--- src/sv/crc_checked_frame_deframer_assert.svh ---
`ifndef CRC_CHECKED_FRAME_DEFRAMER_ASSERT_SVH
`define CRC_CHECKED_FRAME_DEFRAMER_ASSERT_SVH
// implication check, disabled in reset
`define CFD_ASSERT_IMP(label, a, c) \
    label: assert property (@(posedge clk) disable iff (!rst_n) (a) |-> (c)) \
        else $error("cfd check failed");
// next-cycle implication check
`define CFD_ASSERT_NEXT(label, a, c) \
    label: assert property (@(posedge clk) disable iff (!rst_n) (a) |=> (c)) \
        else $error("cfd check failed");
`endif

--- src/sv/cfd_pkg.sv ---
package cfd_pkg;
    localparam logic [1:0] REG_START = 2'd0;
    localparam logic [1:0] REG_MAXLEN = 2'd1;
    localparam logic [1:0] REG_HSEED = 2'd2;
    localparam logic [1:0] REG_FSEED = 2'd3;

    localparam logic [2:0] KIND_DATA = 3'd0;
    localparam logic [2:0] KIND_GOOD = 3'd1;
    localparam logic [2:0] KIND_HCRC = 3'd2;
    localparam logic [2:0] KIND_FCRC = 3'd3;
    localparam logic [2:0] KIND_LONG = 3'd4;
    localparam logic [2:0] KIND_TRUNC = 3'd5;

    localparam int QDEPTH = 2;

    typedef enum logic [4:0] {
        PH_HUNT    = 5'b00001,
        PH_HEADER  = 5'b00010,
        PH_CMDID   = 5'b00100,
        PH_PAYLOAD = 5'b01000,
        PH_TAIL    = 5'b10000
    } phase_t;

    typedef struct packed {
        logic [2:0]  kind;
        logic [15:0] command_id;
        logic [7:0]  sequence_res;
        logic [9:0]  byte_index;
        logic [7:0]  payload_byte;
        logic [15:0] payload_length;
        logic        failed;
    } res_t;

    function automatic logic [7:0] crc8_next(input logic [7:0] crc, input logic [7:0] b);
        logic [7:0] v;
        v = crc ^ b;
        for (int i = 0; i < 8; i++)
            v = v[0] ? ((v >> 1) ^ 8'h8C) : (v >> 1);
        return v;
    endfunction

    function automatic logic [15:0] crc16_next(input logic [15:0] crc, input logic [7:0] b);
        logic [15:0] v;
        v = {8'h00, crc[7:0] ^ b};
        for (int i = 0; i < 8; i++)
            v = v[0] ? ((v >> 1) ^ 16'h8408) : (v >> 1);
        return {8'h00, crc[15:8]} ^ v;
    endfunction
endpackage

--- src/sv/cfd_front.sv ---
module cfd_front (
    input  logic              clk,
    input  logic              rst_n,
    input  logic              in_valid,
    input  logic              cmd,
    input  logic [7:0]        rx_byte,
    input  logic [7:0]        start_byte,
    input  logic [9:0]        max_payload_len,
    input  logic [7:0]        header_crc_seed,
    input  logic [15:0]       frame_crc_seed,
    output logic              push,
    output cfd_pkg::res_t     push_data
);
    import cfd_pkg::*;

    phase_t      phase_reg, phase_next;
    logic [9:0]  cnt_reg, cnt_next;
    logic [15:0] len_reg, len_next;
    logic [7:0]  seq_reg, seq_next;
    logic [15:0] cmd_reg, cmd_next;
    logic [7:0]  crc8_reg, crc8_next_v;
    logic [15:0] crc16_reg, crc16_next_v;
    logic [7:0]  tail_lo_reg, tail_lo_next;
    logic [15:0] crc16_upd;
    logic [9:0]  cnt_inc;
    res_t        r;

    assign crc16_upd = crc16_next(crc16_reg, rx_byte);
    assign cnt_inc = cnt_reg + 10'd1;

    always_comb
    begin
        phase_next = phase_reg;
        cnt_next = cnt_reg;
        len_next = len_reg;
        seq_next = seq_reg;
        cmd_next = cmd_reg;
        crc8_next_v = crc8_reg;
        crc16_next_v = crc16_reg;
        tail_lo_next = tail_lo_reg;
        push = 1'b0;
        r = '{kind: KIND_DATA, command_id: cmd_reg, sequence_res: seq_reg,
              byte_index: 10'd0, payload_byte: 8'd0, payload_length: len_reg,
              failed: 1'b0};
        if (in_valid) begin
            if (cmd) begin
                if (phase_reg != PH_HUNT) begin
                    push = 1'b1;
                    r.kind = KIND_TRUNC;
                    r.failed = 1'b1;
                    phase_next = PH_HUNT;
                    cnt_next = '0;
                end
            end else begin
                unique case (phase_reg)
                    PH_HUNT:
                    begin
                        if (rx_byte == start_byte) begin
                            crc8_next_v = crc8_next(header_crc_seed, rx_byte);
                            crc16_next_v = crc16_next(frame_crc_seed, rx_byte);
                            len_next = '0;
                            seq_next = '0;
                            cmd_next = '0;
                            tail_lo_next = '0;
                            cnt_next = '0;
                            phase_next = PH_HEADER;
                        end
                    end
                    PH_HEADER:
                    begin
                        crc16_next_v = crc16_upd;
                        if (cnt_reg < 10'd3) begin
                            crc8_next_v = crc8_next(crc8_reg, rx_byte);
                            if (cnt_reg == 10'd0)
                                len_next = {8'd0, rx_byte};
                            else if (cnt_reg == 10'd1)
                                len_next = {rx_byte, len_reg[7:0]};
                            else
                                seq_next = rx_byte;
                            cnt_next = cnt_inc;
                        end else if (rx_byte != crc8_reg) begin
                            push = 1'b1;
                            r.kind = KIND_HCRC;
                            r.failed = 1'b1;
                            phase_next = PH_HUNT;
                            cnt_next = '0;
                        end else if (len_reg > {6'd0, max_payload_len}) begin
                            push = 1'b1;
                            r.kind = KIND_LONG;
                            r.failed = 1'b1;
                            phase_next = PH_HUNT;
                            cnt_next = '0;
                        end else begin
                            phase_next = PH_CMDID;
                            cnt_next = '0;
                        end
                    end
                    PH_CMDID:
                    begin
                        crc16_next_v = crc16_upd;
                        if (cnt_reg == 10'd0) begin
                            cmd_next = {8'd0, rx_byte};
                            cnt_next = 10'd1;
                        end else begin
                            cmd_next = {rx_byte, cmd_reg[7:0]};
                            cnt_next = '0;
                            phase_next = (len_reg == 16'd0) ? PH_TAIL : PH_PAYLOAD;
                        end
                    end
                    PH_PAYLOAD:
                    begin
                        crc16_next_v = crc16_upd;
                        push = 1'b1;
                        r.byte_index = cnt_reg;
                        r.payload_byte = rx_byte;
                        cnt_next = cnt_inc;
                        if ({6'd0, cnt_inc} >= len_reg || cnt_inc == 10'd0) begin
                            cnt_next = '0;
                            phase_next = PH_TAIL;
                        end
                    end
                    PH_TAIL:
                    begin
                        if (cnt_reg == 10'd0) begin
                            tail_lo_next = rx_byte;
                            cnt_next = 10'd1;
                        end else begin
                            push = 1'b1;
                            if ({rx_byte, tail_lo_reg} == crc16_reg) begin
                                r.kind = KIND_GOOD;
                            end else begin
                                r.kind = KIND_FCRC;
                                r.failed = 1'b1;
                            end
                            phase_next = PH_HUNT;
                            cnt_next = '0;
                        end
                    end
                    default:
                    begin
                        phase_next = PH_HUNT;
                        cnt_next = '0;
                    end
                endcase
            end
        end
        push_data = r;
    end

    always_ff @(posedge clk or negedge rst_n)
    begin
        if (!rst_n) begin
            phase_reg <= PH_HUNT;
            cnt_reg <= '0;
            len_reg <= '0;
            seq_reg <= '0;
            cmd_reg <= '0;
            crc8_reg <= 8'hFF;
            crc16_reg <= 16'hFFFF;
            tail_lo_reg <= '0;
        end else begin
            phase_reg <= phase_next;
            cnt_reg <= cnt_next;
            len_reg <= len_next;
            seq_reg <= seq_next;
            cmd_reg <= cmd_next;
            crc8_reg <= crc8_next_v;
            crc16_reg <= crc16_next_v;
            tail_lo_reg <= tail_lo_next;
        end
    end
endmodule

--- src/sv/cfd_back.sv ---
module cfd_back (
    input  logic          clk,
    input  logic          rst_n,
    input  logic          push,
    input  cfd_pkg::res_t push_data,
    output logic          space,
    output logic          out_valid,
    input  logic          out_ready,
    output logic [2:0]    kind,
    output logic [15:0]   command_id,
    output logic [7:0]    sequence_res,
    output logic [9:0]    byte_index,
    output logic [7:0]    payload_byte,
    output logic [15:0]   payload_length,
    output logic [15:0]   failure_count
);
    import cfd_pkg::*;

    res_t        q_reg [QDEPTH];
    logic        wp_reg, rp_reg;
    logic [1:0]  cnt_reg;
    logic [15:0] fail_reg;
    logic        pop;
    res_t        head;
    logic [15:0] fail_now;

    assign head = q_reg[rp_reg];
    assign out_valid = cnt_reg != 2'd0;
    assign pop = out_valid && out_ready;
    assign space = cnt_reg != 2'd2;

    // count fixed at dequeue, so the reported value includes this beat's failure
    assign fail_now = (head.failed && fail_reg != 16'hFFFF) ? fail_reg + 16'd1 : fail_reg;

    assign kind = head.kind;
    assign command_id = head.command_id;
    assign sequence_res = head.sequence_res;
    assign byte_index = head.byte_index;
    assign payload_byte = head.payload_byte;
    assign payload_length = head.payload_length;
    assign failure_count = fail_now;

    always_ff @(posedge clk)
    begin
        if (push)
            q_reg[wp_reg] <= push_data;
    end

    always_ff @(posedge clk or negedge rst_n)
    begin
        if (!rst_n) begin
            wp_reg <= 1'b0;
            rp_reg <= 1'b0;
            cnt_reg <= '0;
            fail_reg <= '0;
        end else begin
            if (push)
                wp_reg <= ~wp_reg;
            if (pop) begin
                rp_reg <= ~rp_reg;
                fail_reg <= fail_now;
            end
            cnt_reg <= cnt_reg + {1'b0, push} - {1'b0, pop};
        end
    end
endmodule

--- src/sv/crc_checked_frame_deframer.sv ---
// channel | direction | beat
// in      | input     | cmd, rx_byte on in_valid/in_ready
// cfg     | input     | cfg_index, cfg_data on cfg_valid/cfg_ready
// out     | output    | result fields on out_valid/out_ready
// One input beat per cycle while the result queue has space; an accepted beat's
// result is written into the result queue. The front stage updates the CRCs per byte.
// A two-entry result queue sits between front and back; input stalls only
// when it is full. Reset is asynchronous; config is always accepted.
module crc_checked_frame_deframer (
    input  logic        clk,
    input  logic        rst_n,
    input  logic        in_valid,
    output logic        in_ready,
    input  logic        cmd,
    input  logic [7:0]  rx_byte,
    input  logic        cfg_valid,
    output logic        cfg_ready,
    input  logic [1:0]  cfg_index,
    input  logic [15:0] cfg_data,
    output logic        out_valid,
    input  logic        out_ready,
    output logic [2:0]  kind,
    output logic [15:0] command_id,
    output logic [7:0]  sequence_res,
    output logic [9:0]  byte_index,
    output logic [7:0]  payload_byte,
    output logic [15:0] payload_length,
    output logic [15:0] failure_count
);
    import cfd_pkg::*;
    `include "crc_checked_frame_deframer_assert.svh"

    logic [7:0]  start_reg;
    logic [9:0]  maxlen_reg;
    logic [7:0]  hseed_reg;
    logic [15:0] fseed_reg;
    logic        space, push, acc;
    res_t        push_data;

    assign cfg_ready = 1'b1;
    assign in_ready = space;
    assign acc = in_valid && space;

    always_ff @(posedge clk or negedge rst_n)
    begin
        if (!rst_n) begin
            start_reg <= 8'hA5;
            maxlen_reg <= 10'd191;
            hseed_reg <= 8'hFF;
            fseed_reg <= 16'hFFFF;
        end else if (cfg_valid) begin
            unique case (cfg_index)
                REG_START:  start_reg <= cfg_data[7:0];
                REG_MAXLEN: maxlen_reg <= cfg_data[9:0];
                REG_HSEED:  hseed_reg <= cfg_data[7:0];
                REG_FSEED:  fseed_reg <= cfg_data;
                default: ;
            endcase
        end
    end

    cfd_front u_front (
        .clk(clk), .rst_n(rst_n), .in_valid(acc), .cmd(cmd), .rx_byte(rx_byte),
        .start_byte(start_reg), .max_payload_len(maxlen_reg),
        .header_crc_seed(hseed_reg), .frame_crc_seed(fseed_reg),
        .push(push), .push_data(push_data)
    );

    cfd_back u_back (
        .clk(clk), .rst_n(rst_n), .push(push), .push_data(push_data), .space(space),
        .out_valid(out_valid), .out_ready(out_ready), .kind(kind),
        .command_id(command_id), .sequence_res(sequence_res), .byte_index(byte_index),
        .payload_byte(payload_byte), .payload_length(payload_length),
        .failure_count(failure_count)
    );

    `CFD_ASSERT_IMP(a_push_has_room, push, space)
    `CFD_ASSERT_NEXT(a_out_holds, out_valid && !out_ready, out_valid)
    `CFD_ASSERT_NEXT(a_push_shows, push, out_valid)
endmodule

--- config.mk ---
export PLATFORM = sky130hd
export DESIGN_NAME = crc_checked_frame_deframer
export DESIGN_NICKNAME = d
export VERILOG_FILES = /design/src/sv/cfd_pkg.sv /design/src/sv/cfd_front.sv /design/src/sv/cfd_back.sv /design/src/sv/crc_checked_frame_deframer.sv
export VERILOG_INCLUDE_DIRS = /design/src /design/src/sv
export SDC_FILE = /design/constraint.sdc
export NUM_CORES = 1
export LEC_CHECK = 0
export BUFFER_PORTS_ARGS = -buffer_cell sky130_fd_sc_hd__buf_2
export CORE_MARGIN = 5
export CORE_UTILIZATION = 40
export CTS_BUF_LIST = sky130_fd_sc_hd__clkbuf_8
export DETAILED_ROUTE_END_ITERATION = 10
export GPL_ROUTABILITY_DRIVEN = 0
export HOLD_SLACK_MARGIN = 0.02
export SETUP_SLACK_MARGIN = 0.3
export SYNTH_ARGS = -nofsm -noshare
export SYNTH_HDL_FRONTEND = slang
export SYNTH_SLANG_ARGS = --single-unit
--- constraint.sdc ---
create_clock -name clk -period 10.81 [get_ports clk]
set_clock_uncertainty 0.1 [all_clocks]
set_input_delay 1.081 -clock clk [delete_from_list [all_inputs] [get_ports clk]]
set_output_delay 1.081 -clock clk [all_outputs]
set_load 0.01 [all_outputs]
==> results.yml <==
status:
  status: "completed"
clocking:
  path_clk_slew_ps: 60
  htreeDepth: 2
  ctsResizeCount: 0
  insertion_delay_ps: 580
  cts_setup_buffers: 0
  cts-hold-fix-buffers: 0
  cts_root_buf: "clkbuf_8"
  clockBufferDepth: 3
  cts_sinks: 273
  cts_buffers: 47
  cts_tree: "done"
pwr:
  total_power_uw: 3570
  powerDensity_mw_per_mm2: 234
  leakage_uw: 0.00629
  ir_worst_vdd_uv: 92.3
synth:
  synth_edf_count: 124
  syn-num-nets: 1172
  synth-compound-area-share: 0.0705
  yosys.area.top_type: "edfxtp_1"
  synth_warnings: 0
  synthDistinctLibCells: 69
  async_reset_ff_frac: 0.546
  yosys.area_share.simple: 0.103
  synth_top_family_by_area: "XOR/XNOR gates"
  ys_top_cells_by_area: "edfxtp_1 28%, dfrtp_1 17%, dfstp_2 12%"
  synthXorXnorAreaFrac: 0.110
  ys_seq_area_frac: 0.558
  synth_area_per_cell_sq_um: 12.1
  ys.flop_type: "edfxtp_1"
  syn_area_sq_mm: 0.0135
  ys_ff_latch: 273
  synthAdderAreaFrac: 0.0241
  muxShareOfSynthArea: 0.100
  synth_top_cell_area_share: 0.276
  syn_inst: 1114
grt:
  antenna_found_initial: 0
  grt_pass1_vias: 8670
  overflow: 0
  grt_max_degree: 81
  grt_pass1_wl_mm: 49.4
  grtUsageTotal: 0.162
placement:
  place_hpwl_mm: 21.4
  io_buffers: 110
final_layout:
  antenna_cells: 0
  multi_input_area_sq_mm: 0.00552
  largest_reg_flops: 124
  nets: 1272
  layout_commonest_cell: "edfxtp_1"
  syn_to_final_growth_pct: 13.0
  drive_gt1_frac: 0.297
  most-common-layout-cells: "124 x edfxtp_1, 109 x buf_2, 107 x mux2_2"
  fillers: 3088
  seq_area_sq_mm: 0.00753
flow_run:
  cap_violations: 0
detailed_routing:
  viasPerCell: 5.09
  wl_mm: 31.0
  vias: 8654
  drt-initial-drc-count: 476
  drc_errors: 0
  first_pass_iters: 5
  wire_per_inst_microns: 18.2
  ant_nets: 0
die:
  start_util: 0.403
  die_h_microns: 194
  dieWidth_microns: 194
  rows: 67
  core-area_sq_mm: 0.0334
  die_area_sq_mm: 0.0375
  io_pins: 112
worst_setup_path:
  rr_startpoint: "u_front.cnt_reg[0]$_DFFE_PN0P_"
  rr_worst_depth: 13
  worstPathRequired_ps: 9630
  cp.arrival_ps: 2820
  criticalPathCategory: "reg2out"
  end_kind: "primary output"
  worstSetupEndpoint: "failure_count[15]"
  r2r_end: "u_front.phase_reg[2]$_DFFE_PN0P_"
  r2r_setup_slack_ps: 7230
  crit_path_start: "u_back.fail_reg[5]$_DFFE_PN0P_"
  cp-start-kind: "flop"
  crit_fanout: 7
hold_path:
  hp-class: "reg2reg"
  hold_start: "u_front.seq_reg[2]$_DFFE_PN0P_"
  hold_depth: 0
sta:
  setup_viol: 0
  maxSlewHeadroom: 0.220
  tns_ps: 0
  slew_viol_final: 0
  finalCriticalPeriod_ps: 4010
  worstMarginPinSlew_ps: 1170
  grt_setup_unrepaired: "no"
  min_period_over_period: 0.371
  hold_viol: 0
  clock.fmax_mhz: 250
==> report_power, final <==
| part | total [uW] | internal, uW | switching (uW) | leakage [uW] |
|---|---|---|---|---|
| clock network | 843 | 431 | 412 | 0.000507 |
| registers | 1510 | 1340 | 166 | 0.00299 |
| logic | 1220 | 549 | 670 | 0.00279 |
| total | 3570 | 2320 | 1250 | 0.00629 |
==> synthesized netlist by cell type (2+ instances only) <==
master / count
a21o_1: 4
o221ai_1: 2
xor2_1: 59
nor4_1: 10
nor2_1: 48
xnor2_2: 2
edfxtp_1: 124
and4_1: 2
nor3b_1: 2
buf_2: 12
nor3_1: 13
or2_2: 4
buf_6: 3
a22o_1: 32
mux2_2: 107
o311ai_1: 2
xnor2_1: 101
a211oi_1: 3
and3_1: 21
mux2i_1: 15
a41oi_1: 2
o21ai_1: 4
or3_1: 4
a31oi_1: 2
nand2_1: 97
inv_1: 42
o211ai_1: 7
and2_1: 3
ha_1: 26
o21ai_0: 53
nand3b_1: 2
nand3_1: 31
nor3_2: 3
clkbuf_1: 46
dfrtp_1: 89
nor2b_1: 4
a21oi_1: 21
nand4_1: 15
dfstp_2: 60
buf_1: 3
buf_4: 3
nand2b_1: 4
==> worst min-delay path by stage <==
stage	to
4_1_cts	u_back.q_reg[0][37]$_DFFE_PP_
2_1_floorplan	u_back.q_reg[0][35]$_DFFE_PP_
3_3_place_gp	u_back.q_reg[0][37]$_DFFE_PP_
5_1_grt	u_back.q_reg[1][37]$_DFFE_PP_
6_report	u_back.q_reg[1][37]$_DFFE_PP_
3_5_place_dp	u_back.q_reg[0][37]$_DFFE_PP_
==> critical path, cell delays in order (launching register included) <==
cell,delay [ps]
dfrtp_1,460
nand4_1,230
nor4_1,120
a41o_1,330
nor4_4,420
nand3_1,240
nor2_1,160
xor2_1,150
buf_2,150
==> metrics by stage <==
stage	util	hold slack (ps)	worst slack, ps	instance area, sq um	instances
floorplan	-	342	5430	13500	1114
global placement	0.430	353	6990	14400	1613
detailed placement	0.430	357	6930	14400	1613
CTS	0.456	371	6760	15200	1701
global route	0.456	379	6570	15200	1701
finish	0.456	368	6800	15200	1701
==> kinds of logic (layout without fill, tap and decap cells) <==
kind of cell    after synthesis  count (layout)
fa+ha+maj                    26              26
xor+xnor                    164             164
other cells                   1               1
mux                         122             122
compound gates              144             144
buf+inv                     109             248
simple gates                275             275
flops                       273             273
==> area by class of cell <==
type | count | share of cell area
clock inverter | 38 | 0.0112
inverter | 42 | 0.0103
timing repair buffer | 118 | 0.0405
tap | 448 | 0.0368
clock buffer | 50 | 0.0451
sequential | 273 | 0.494
multi-input combinational | 732 | 0.362
==> metal layers <==
layer  vias up  global-route usage  wire (microns)
li1       4151                   -               -
met1      4241               0.237           15000
met2       204               0.246           13600
met3        58              0.0321            1550
met4         0              0.0472             717
met5         -                   0               0
Note: power is estimated with default switching activity, not from simulation.
